$ cat config.mk
export PLATFORM = sky130hd
export DESIGN_NAME = qau_sqrt
export DESIGN_NICKNAME = d
export VERILOG_FILES = /design/src/rtl/qau_pkg.sv /design/src/rtl/qau_sqrt.sv
export SDC_FILE = /design/constraint.sdc
export NUM_CORES = 2
export LEC_CHECK = 0
export CAP_MARGIN = 10
export CORE_MARGIN = 8
export CORE_UTILIZATION = 35
export CTS_BUF_LIST = sky130_fd_sc_hd__clkbuf_4 sky130_fd_sc_hd__clkbuf_8
export DETAILED_ROUTE_END_ITERATION = 12
export DONT_BUFFER_PORTS = 1
export GPL_TIMING_DRIVEN = 0
export PLACE_DENSITY = 0.57
export REMOVE_ABC_BUFFERS = 1
export SYNTH_ARGS = -nofsm -noshare
export SYNTH_HDL_FRONTEND = slang
export SYNTH_SLANG_ARGS = --single-unit
$ cat constraint.sdc
create_clock -name clk -period 14.4 [get_ports clk]
set_input_delay 0.72 -clock clk [delete_from_list [all_inputs] [get_ports clk]]
set_output_delay 0.72 -clock clk [all_outputs]
set_load 0.03 [all_outputs]
$ cat src/rtl/qau_pkg.sv
`timescale 1ns / 1ps

package qau_pkg;

    // Fixed-point format of every operand and result component.
    localparam int FRAC_BITS = 16;
    localparam int DATA_W    = 32;

    // Operation codes carried on the func field.
    localparam logic [3:0] FN_ADD   = 4'd0;
    localparam logic [3:0] FN_SUB   = 4'd1;
    localparam logic [3:0] FN_DOT   = 4'd2;
    localparam logic [3:0] FN_CROSS = 4'd3;
    localparam logic [3:0] FN_SCALE = 4'd4;
    localparam logic [3:0] FN_PROD  = 4'd5;
    localparam logic [3:0] FN_CONJ  = 4'd6;
    localparam logic [3:0] FN_NORM  = 4'd7;
    localparam logic [3:0] FN_INV   = 4'd8;

    // Status codes.
    localparam logic [1:0] ST_OK   = 2'd0;
    localparam logic [1:0] ST_SAT  = 2'd1;
    localparam logic [1:0] ST_ZERO = 2'd2;

    // Full product of two components and the wide pre-saturation lane value.
    localparam int PROD_W   = 2 * DATA_W;
    localparam int VAL_W    = 67 - FRAC_BITS;
    localparam int DIRECT_W = DATA_W + 2;

    // Squared norm, divider numerator and dividend widths.
    localparam int N2_W  = 66 - FRAC_BITS;
    localparam int NUM_W = DATA_W + FRAC_BITS;
    localparam int D_W   = ((NUM_W > N2_W) ? NUM_W : N2_W) + 1;
    localparam int RQ_W  = D_W - DATA_W;

    // Sum of the raw squares for the norm, one bit above 64 for the carry.
    localparam int SQ_W = PROD_W + 1;

    // Iterative units: 32 result bits, two per pipeline stage.
    localparam int ROOT_BITS       = 32;
    localparam int STEPS_PER_STAGE = 2;
    localparam int ITER_STAGES     = ROOT_BITS / STEPS_PER_STAGE;

    // Pipeline stage positions.
    localparam int STG_MUL  = 0;
    localparam int STG_SUM  = 1;
    localparam int STG_N2   = 2;
    localparam int STG_PREP = 3;
    localparam int STG_ITER = 4;
    localparam int STG_OUT  = STG_ITER + ITER_STAGES;
    localparam int N_STG    = STG_OUT + 1;

    // Sign of each Hamilton product term, indexed [lane][term].
    localparam logic [3:0][3:0] PROD_NEG = {4'b0100, 4'b0010, 4'b1000, 4'b1110};

    typedef struct packed {
        logic [3:0] term_use;
        logic [3:0] term_neg;
        logic       use_direct;
    } lane_ctl_t;

endpackage

$ cat src/rtl/qau_sqrt.sv
`timescale 1ns / 1ps

module qau_sqrt (
    input  logic                            clk,
    input  logic [qau_pkg::ITER_STAGES:0]   load,
    input  logic [qau_pkg::SQ_W-1:0]        sum_in,
    output logic [qau_pkg::DATA_W:0]        mag
);

    localparam int LAST = qau_pkg::ITER_STAGES;

    typedef struct packed {
        logic [qau_pkg::PROD_W-1:0] rem;
        logic [qau_pkg::PROD_W-1:0] root;
    } sq_state_t;

    sq_state_t st_reg    [LAST+1];
    logic      carry_reg [LAST+1];

    function automatic sq_state_t sqrt_step(input sq_state_t s, input int idx);
        logic [qau_pkg::PROD_W-1:0] bitv;
        logic [qau_pkg::PROD_W-1:0] trial;
        sq_state_t                  r;
        bitv  = qau_pkg::PROD_W'(1) << (qau_pkg::PROD_W - 2 - 2 * idx);
        trial = s.root + bitv;
        if (s.rem >= trial)
        begin
            r.rem  = s.rem - trial;
            r.root = (s.root >> 1) + bitv;
        end
        else
        begin
            r.rem  = s.rem;
            r.root = s.root >> 1;
        end
        return r;
    endfunction

    always_ff @(posedge clk)
    begin
        if (load[0])
        begin
            st_reg[0].rem  <= sum_in[qau_pkg::PROD_W-1:0];
            st_reg[0].root <= '0;
            carry_reg[0]   <= sum_in[qau_pkg::PROD_W];
        end
    end

    for (genvar s = 1; s <= LAST; s++)
    begin : g_stage
        sq_state_t st_next;

        always_comb
        begin
            st_next = st_reg[s-1];
            for (int t = 0; t < qau_pkg::STEPS_PER_STAGE; t++)
            begin
                st_next = sqrt_step(st_next, (s - 1) * qau_pkg::STEPS_PER_STAGE + t);
            end
        end

        always_ff @(posedge clk)
        begin
            if (load[s])
            begin
                st_reg[s]    <= st_next;
                carry_reg[s] <= carry_reg[s-1];
            end
        end
    end

    // An overflowing sum of squares is forced past the 32-bit limit.
    assign mag = carry_reg[LAST] ? {1'b1, {qau_pkg::DATA_W{1'b0}}}
                                 : {1'b0, st_reg[LAST].root[qau_pkg::DATA_W-1:0]};

endmodule

==> impl_metrics.xml <==
<?xml version="1.0" encoding="UTF-8"?>
<metrics>
  <group name="status">
    <metric name="run_status" unit="">complete, no violations</metric>
  </group>
  <group name="timing">
    <metric name="layout_worst_path_cycle_share" unit="">0.624</metric>
    <metric name="setup_total_negative_slack" unit="ps">0</metric>
    <metric name="worst_slew_pin_slew" unit="ps">1160</metric>
    <metric name="hold_viol" unit="">0</metric>
    <metric name="skew" unit="ps">92.7</metric>
    <metric name="worst_slew_margin_rel" unit="">0.227</metric>
    <metric name="finalSetupViolations" unit="">0</metric>
    <metric name="report.final.slew_viol_count" unit="">0</metric>
    <metric name="grt_setup_unrepaired" unit="">no</metric>
    <metric name="fmaxAchievable" unit="GHz">0.111</metric>
    <metric name="whs" unit="ps">92.8</metric>
    <metric name="timing.final.crit_period" unit="ps">8990</metric>
  </group>
  <group name="logic_synthesis">
    <metric name="yosys.cell_types.count" unit="">115</metric>
    <metric name="post_synth_fa_ha_maj_area_fraction" unit="">0.0833</metric>
    <metric name="synth-seq-area-share" unit="">0.458</metric>
    <metric name="post_synthesis_cell_count" unit="">8550</metric>
    <metric name="share_of_synthesized_registers_carrying_an_async_set_or_reset" unit="">0</metric>
    <metric name="post_synth_mux_area_share" unit="">0.0152</metric>
    <metric name="post-synth-top-area-fraction" unit="">0.458</metric>
    <metric name="avgSynthCellArea" unit="µm²">10.1</metric>
    <metric name="netlist_area" unit="mm²">0.0861</metric>
    <metric name="synth.yosys.warnings" unit="">0</metric>
    <metric name="synth_enable_flop_cells" unit="">1313</metric>
    <metric name="synth_simple_gate_area_share" unit="">0.174</metric>
    <metric name="postSynthRegisterBits" unit="">1313</metric>
    <metric name="synth_area_leaders" unit="">edfxtp_1 46%, ha_1 8.3%, xnor2_1 5.1%</metric>
    <metric name="synth-xor-area-share" unit="">0.0837</metric>
    <metric name="ys_dominant_reg_cell" unit="">edfxtp_1</metric>
    <metric name="synth-compound-area-share" unit="">0.152</metric>
    <metric name="main_combinational_cell_family_by_area_after_synthesis" unit="">simple AND/OR/NAND/NOR gates</metric>
    <metric name="yosys_top_cell_by_area" unit="">edfxtp_1</metric>
  </group>
  <group name="floorplanning">
    <metric name="design.die.area" unit="mm²">0.262</metric>
    <metric name="top_level_ports" unit="">116</metric>
    <metric name="placeableCoreArea" unit="mm²">0.245</metric>
    <metric name="die_x" unit="µm">512</metric>
    <metric name="initial_utilization" unit="">0.351</metric>
    <metric name="fp-row-count" unit="">182</metric>
    <metric name="floorplan.die.height" unit="µm">512</metric>
  </group>
  <group name="power">
    <metric name="power_leakage" unit="nW">36.2</metric>
    <metric name="design_power_total" unit="mW">16.8</metric>
    <metric name="power_per_cell_area" unit="mW/mm²">177</metric>
    <metric name="peak_vdd_ir" unit="µV">106</metric>
  </group>
  <group name="clock_tree">
    <metric name="max-clock-path-buffers" unit="">3</metric>
    <metric name="cts_tree" unit="">yes</metric>
    <metric name="cts-root-buf" unit="">clkbuf_8</metric>
    <metric name="h-tree-depth" unit="">4</metric>
    <metric name="clock_latency" unit="ps">990</metric>
    <metric name="cts_buffers" unit="">217</metric>
    <metric name="cts.repair_timing.setup_buffer_count" unit="">0</metric>
    <metric name="path_clk_slew" unit="ps">70</metric>
    <metric name="clock_sink_count" unit="">1313</metric>
  </group>
  <group name="min_path">
    <metric name="hold_path_depth" unit="">1</metric>
    <metric name="hold-path-endpoint" unit="">st_reg[4][123]</metric>
    <metric name="hold_start" unit="">load[4]</metric>
    <metric name="worstHoldPathType" unit="">input port to flip-flop</metric>
  </group>
  <group name="grt">
    <metric name="track_usage" unit="">0.172</metric>
    <metric name="antenna_found_initial" unit="">10</metric>
    <metric name="first_global_vias" unit="">64300</metric>
    <metric name="grt_start_max_net_pins" unit="">96</metric>
    <metric name="grt_first_pass_wirelength" unit="mm">365</metric>
    <metric name="overflow" unit="">0</metric>
  </group>
  <group name="layout">
    <metric name="syn_to_final_growth" unit="%">10.7</metric>
    <metric name="most_common_library_cell_in_the_layout_ignoring_fill_and_taps" unit="">edfxtp_1</metric>
    <metric name="most-common-layout-cells" unit="">1,313 x edfxtp_1, 736 x nor2_1, 731 x a21oi_1, 676 x nand2_1, 573 x ha_1</metric>
    <metric name="flip_flop_count_of_the_largest_register_all_copies_and_words_added" unit="">1296</metric>
    <metric name="drive_above_1_share" unit="">0.0704</metric>
    <metric name="finalNetCount" unit="">9292</metric>
  </group>
  <group name="drt">
    <metric name="detail_route.iter0.violations" unit="">4544</metric>
    <metric name="avgViaCountPerCell" unit="">5.46</metric>
    <metric name="wirelength" unit="mm">236</metric>
    <metric name="route.antenna.remaining_nets" unit="">0</metric>
    <metric name="wire_per_inst" unit="µm">19.6</metric>
    <metric name="post-route-drc-count" unit="">0</metric>
    <metric name="dr_total_vias" unit="">65800</metric>
    <metric name="first_pass_iters" unit="">5</metric>
  </group>
  <group name="place">
    <metric name="buffer_ports.inserted" unit="">0</metric>
    <metric name="dpl.hpwl" unit="mm">188</metric>
    <metric name="routability_cong" unit="">0.923</metric>
  </group>
  <group name="critical_path">
    <metric name="worst-endpoint-arrival" unit="ps">9620</metric>
    <metric name="worstSetupPathType" unit="">flip-flop to flip-flop</metric>
    <metric name="r2r_end" unit="">st_reg[11][107]</metric>
    <metric name="path_max_fanout" unit="">36</metric>
    <metric name="critical_path.endpoint_type" unit="">flip-flop</metric>
    <metric name="timing.reg2reg.setup_slack" unit="ps">5410</metric>
    <metric name="r2r_start" unit="">st_reg[10][86]</metric>
    <metric name="reg2regPathDepth" unit="">19</metric>
    <metric name="startpoint" unit="">st_reg[10][86]</metric>
    <metric name="critical_path_required" unit="ps">15030</metric>
    <metric name="startpoint_type" unit="">flip-flop</metric>
  </group>
  <group name="run">
    <metric name="max_cap_viol_count" unit="">0</metric>
  </group>
</metrics>
-- area by class of cell --
| cell class | count | area (µm²) |
|---|---|---|
| antenna | 5 | 12.5 |
| clock buffer | 280 | 3460 |
| clock inverter | 116 | 1260 |
| fill | 23900 | 150000 |
| inverter | 505 | 1900 |
| multi-input combinational | 6500 | 43800 |
| sequential | 1313 | 39400 |
| tap | 3220 | 4030 |
| timing repair buffer | 99 | 1370 |
-- Yosys cell counts, drive strengths merged (161+ instances only) --
| library cell | n |
|---|---|
| a21o | 277 |
| a21oi | 731 |
| clkbuf | 161 |
| edfxtp | 1313 |
| ha | 573 |
| inv | 502 |
| nand2 | 677 |
| nand3 | 196 |
| nand4 | 184 |
| nor2 | 737 |
| nor3 | 203 |
| nor4 | 237 |
| o21ai | 371 |
| xnor2 | 503 |
| xor2 | 316 |
-- how the worst max path moves through the flow --
stage,end,slack (ps),depth (start not counted)
floorplan,st_reg[13][114],7160,22
global placement,st_reg[15][115],3460,21
detailed placement,st_reg[14][110],5370,24
CTS,st_reg[14][110],5320,24
global route,st_reg[11][107],4880,26
finish,st_reg[11][107],5410,19
-- logic make-up after synthesis --
group           count (synthesis)
compound gates               2062
buf+inv                       737
flops                        1313
simple gates                 2930
xor+xnor                      819
fa+ha+maj                     573
mux                           116
-- worst max-delay path, cell delays in order (launching register included) --
cell and delay (ps):
edfxtp_1 530, inv_1 110, ha_1 250, nor2b_1 100, o21ai_0 140, a21oi_1 220, o21ai_0 290, a2111oi_1 980
or3_1 990, inv_2 570, ha_1 560, nor4_1 840, o41ai_1 280, a311o_1 530, a21oi_1 430, and2_1 210
and2_1 690, inv_2 470, and3_1 310, xnor2_1 120
-- metal layers --
layer	vias to the layer above	share of wire	track usage
li1	32100	-	-
met3	359	0.047	0.0268
met2	1607	0.48	0.300
met1	31700	0.44	0.221
met4	0	0.026	0.0470
met5	-	0	0
-- per-stage QoR --
| stage | cell area [µm²] | setup slack [ps] | std cells | util |
|---|---|---|---|---|
| 2_1_floorplan | 85100 | 7160 | 8318 | - |
| 3_3_place_gp | 89100 | 3460 | 11500 | 0.363 |
| 3_5_place_dp | 89400 | 5370 | 11600 | 0.364 |
| 4_1_cts | 95200 | 5320 | 12000 | 0.388 |
| 5_1_grt | 95300 | 4880 | 12000 | 0.388 |
| 6_report | 95300 | 5410 | 12000 | 0.388 |
-- what timing repair did --
| item | in CTS | in global routing |
|---|---|---|
| hold buffers | 83 | 0 |
| gates resized for setup | 0 | 0 |
| hold endpoints to repair | 1378 | 0 |
| endpoints found under the setup margin | 0 | 0 |
-- where the power goes --
group,switching (mW),internal (mW),total (mW)
combinational,4.48,3.11,7.59
clock,1.61,1.92,3.52
sequential,0.567,5.14,5.71
total,6.66,10.2,16.8
Note: power is estimated with default switching activity, not from simulation.
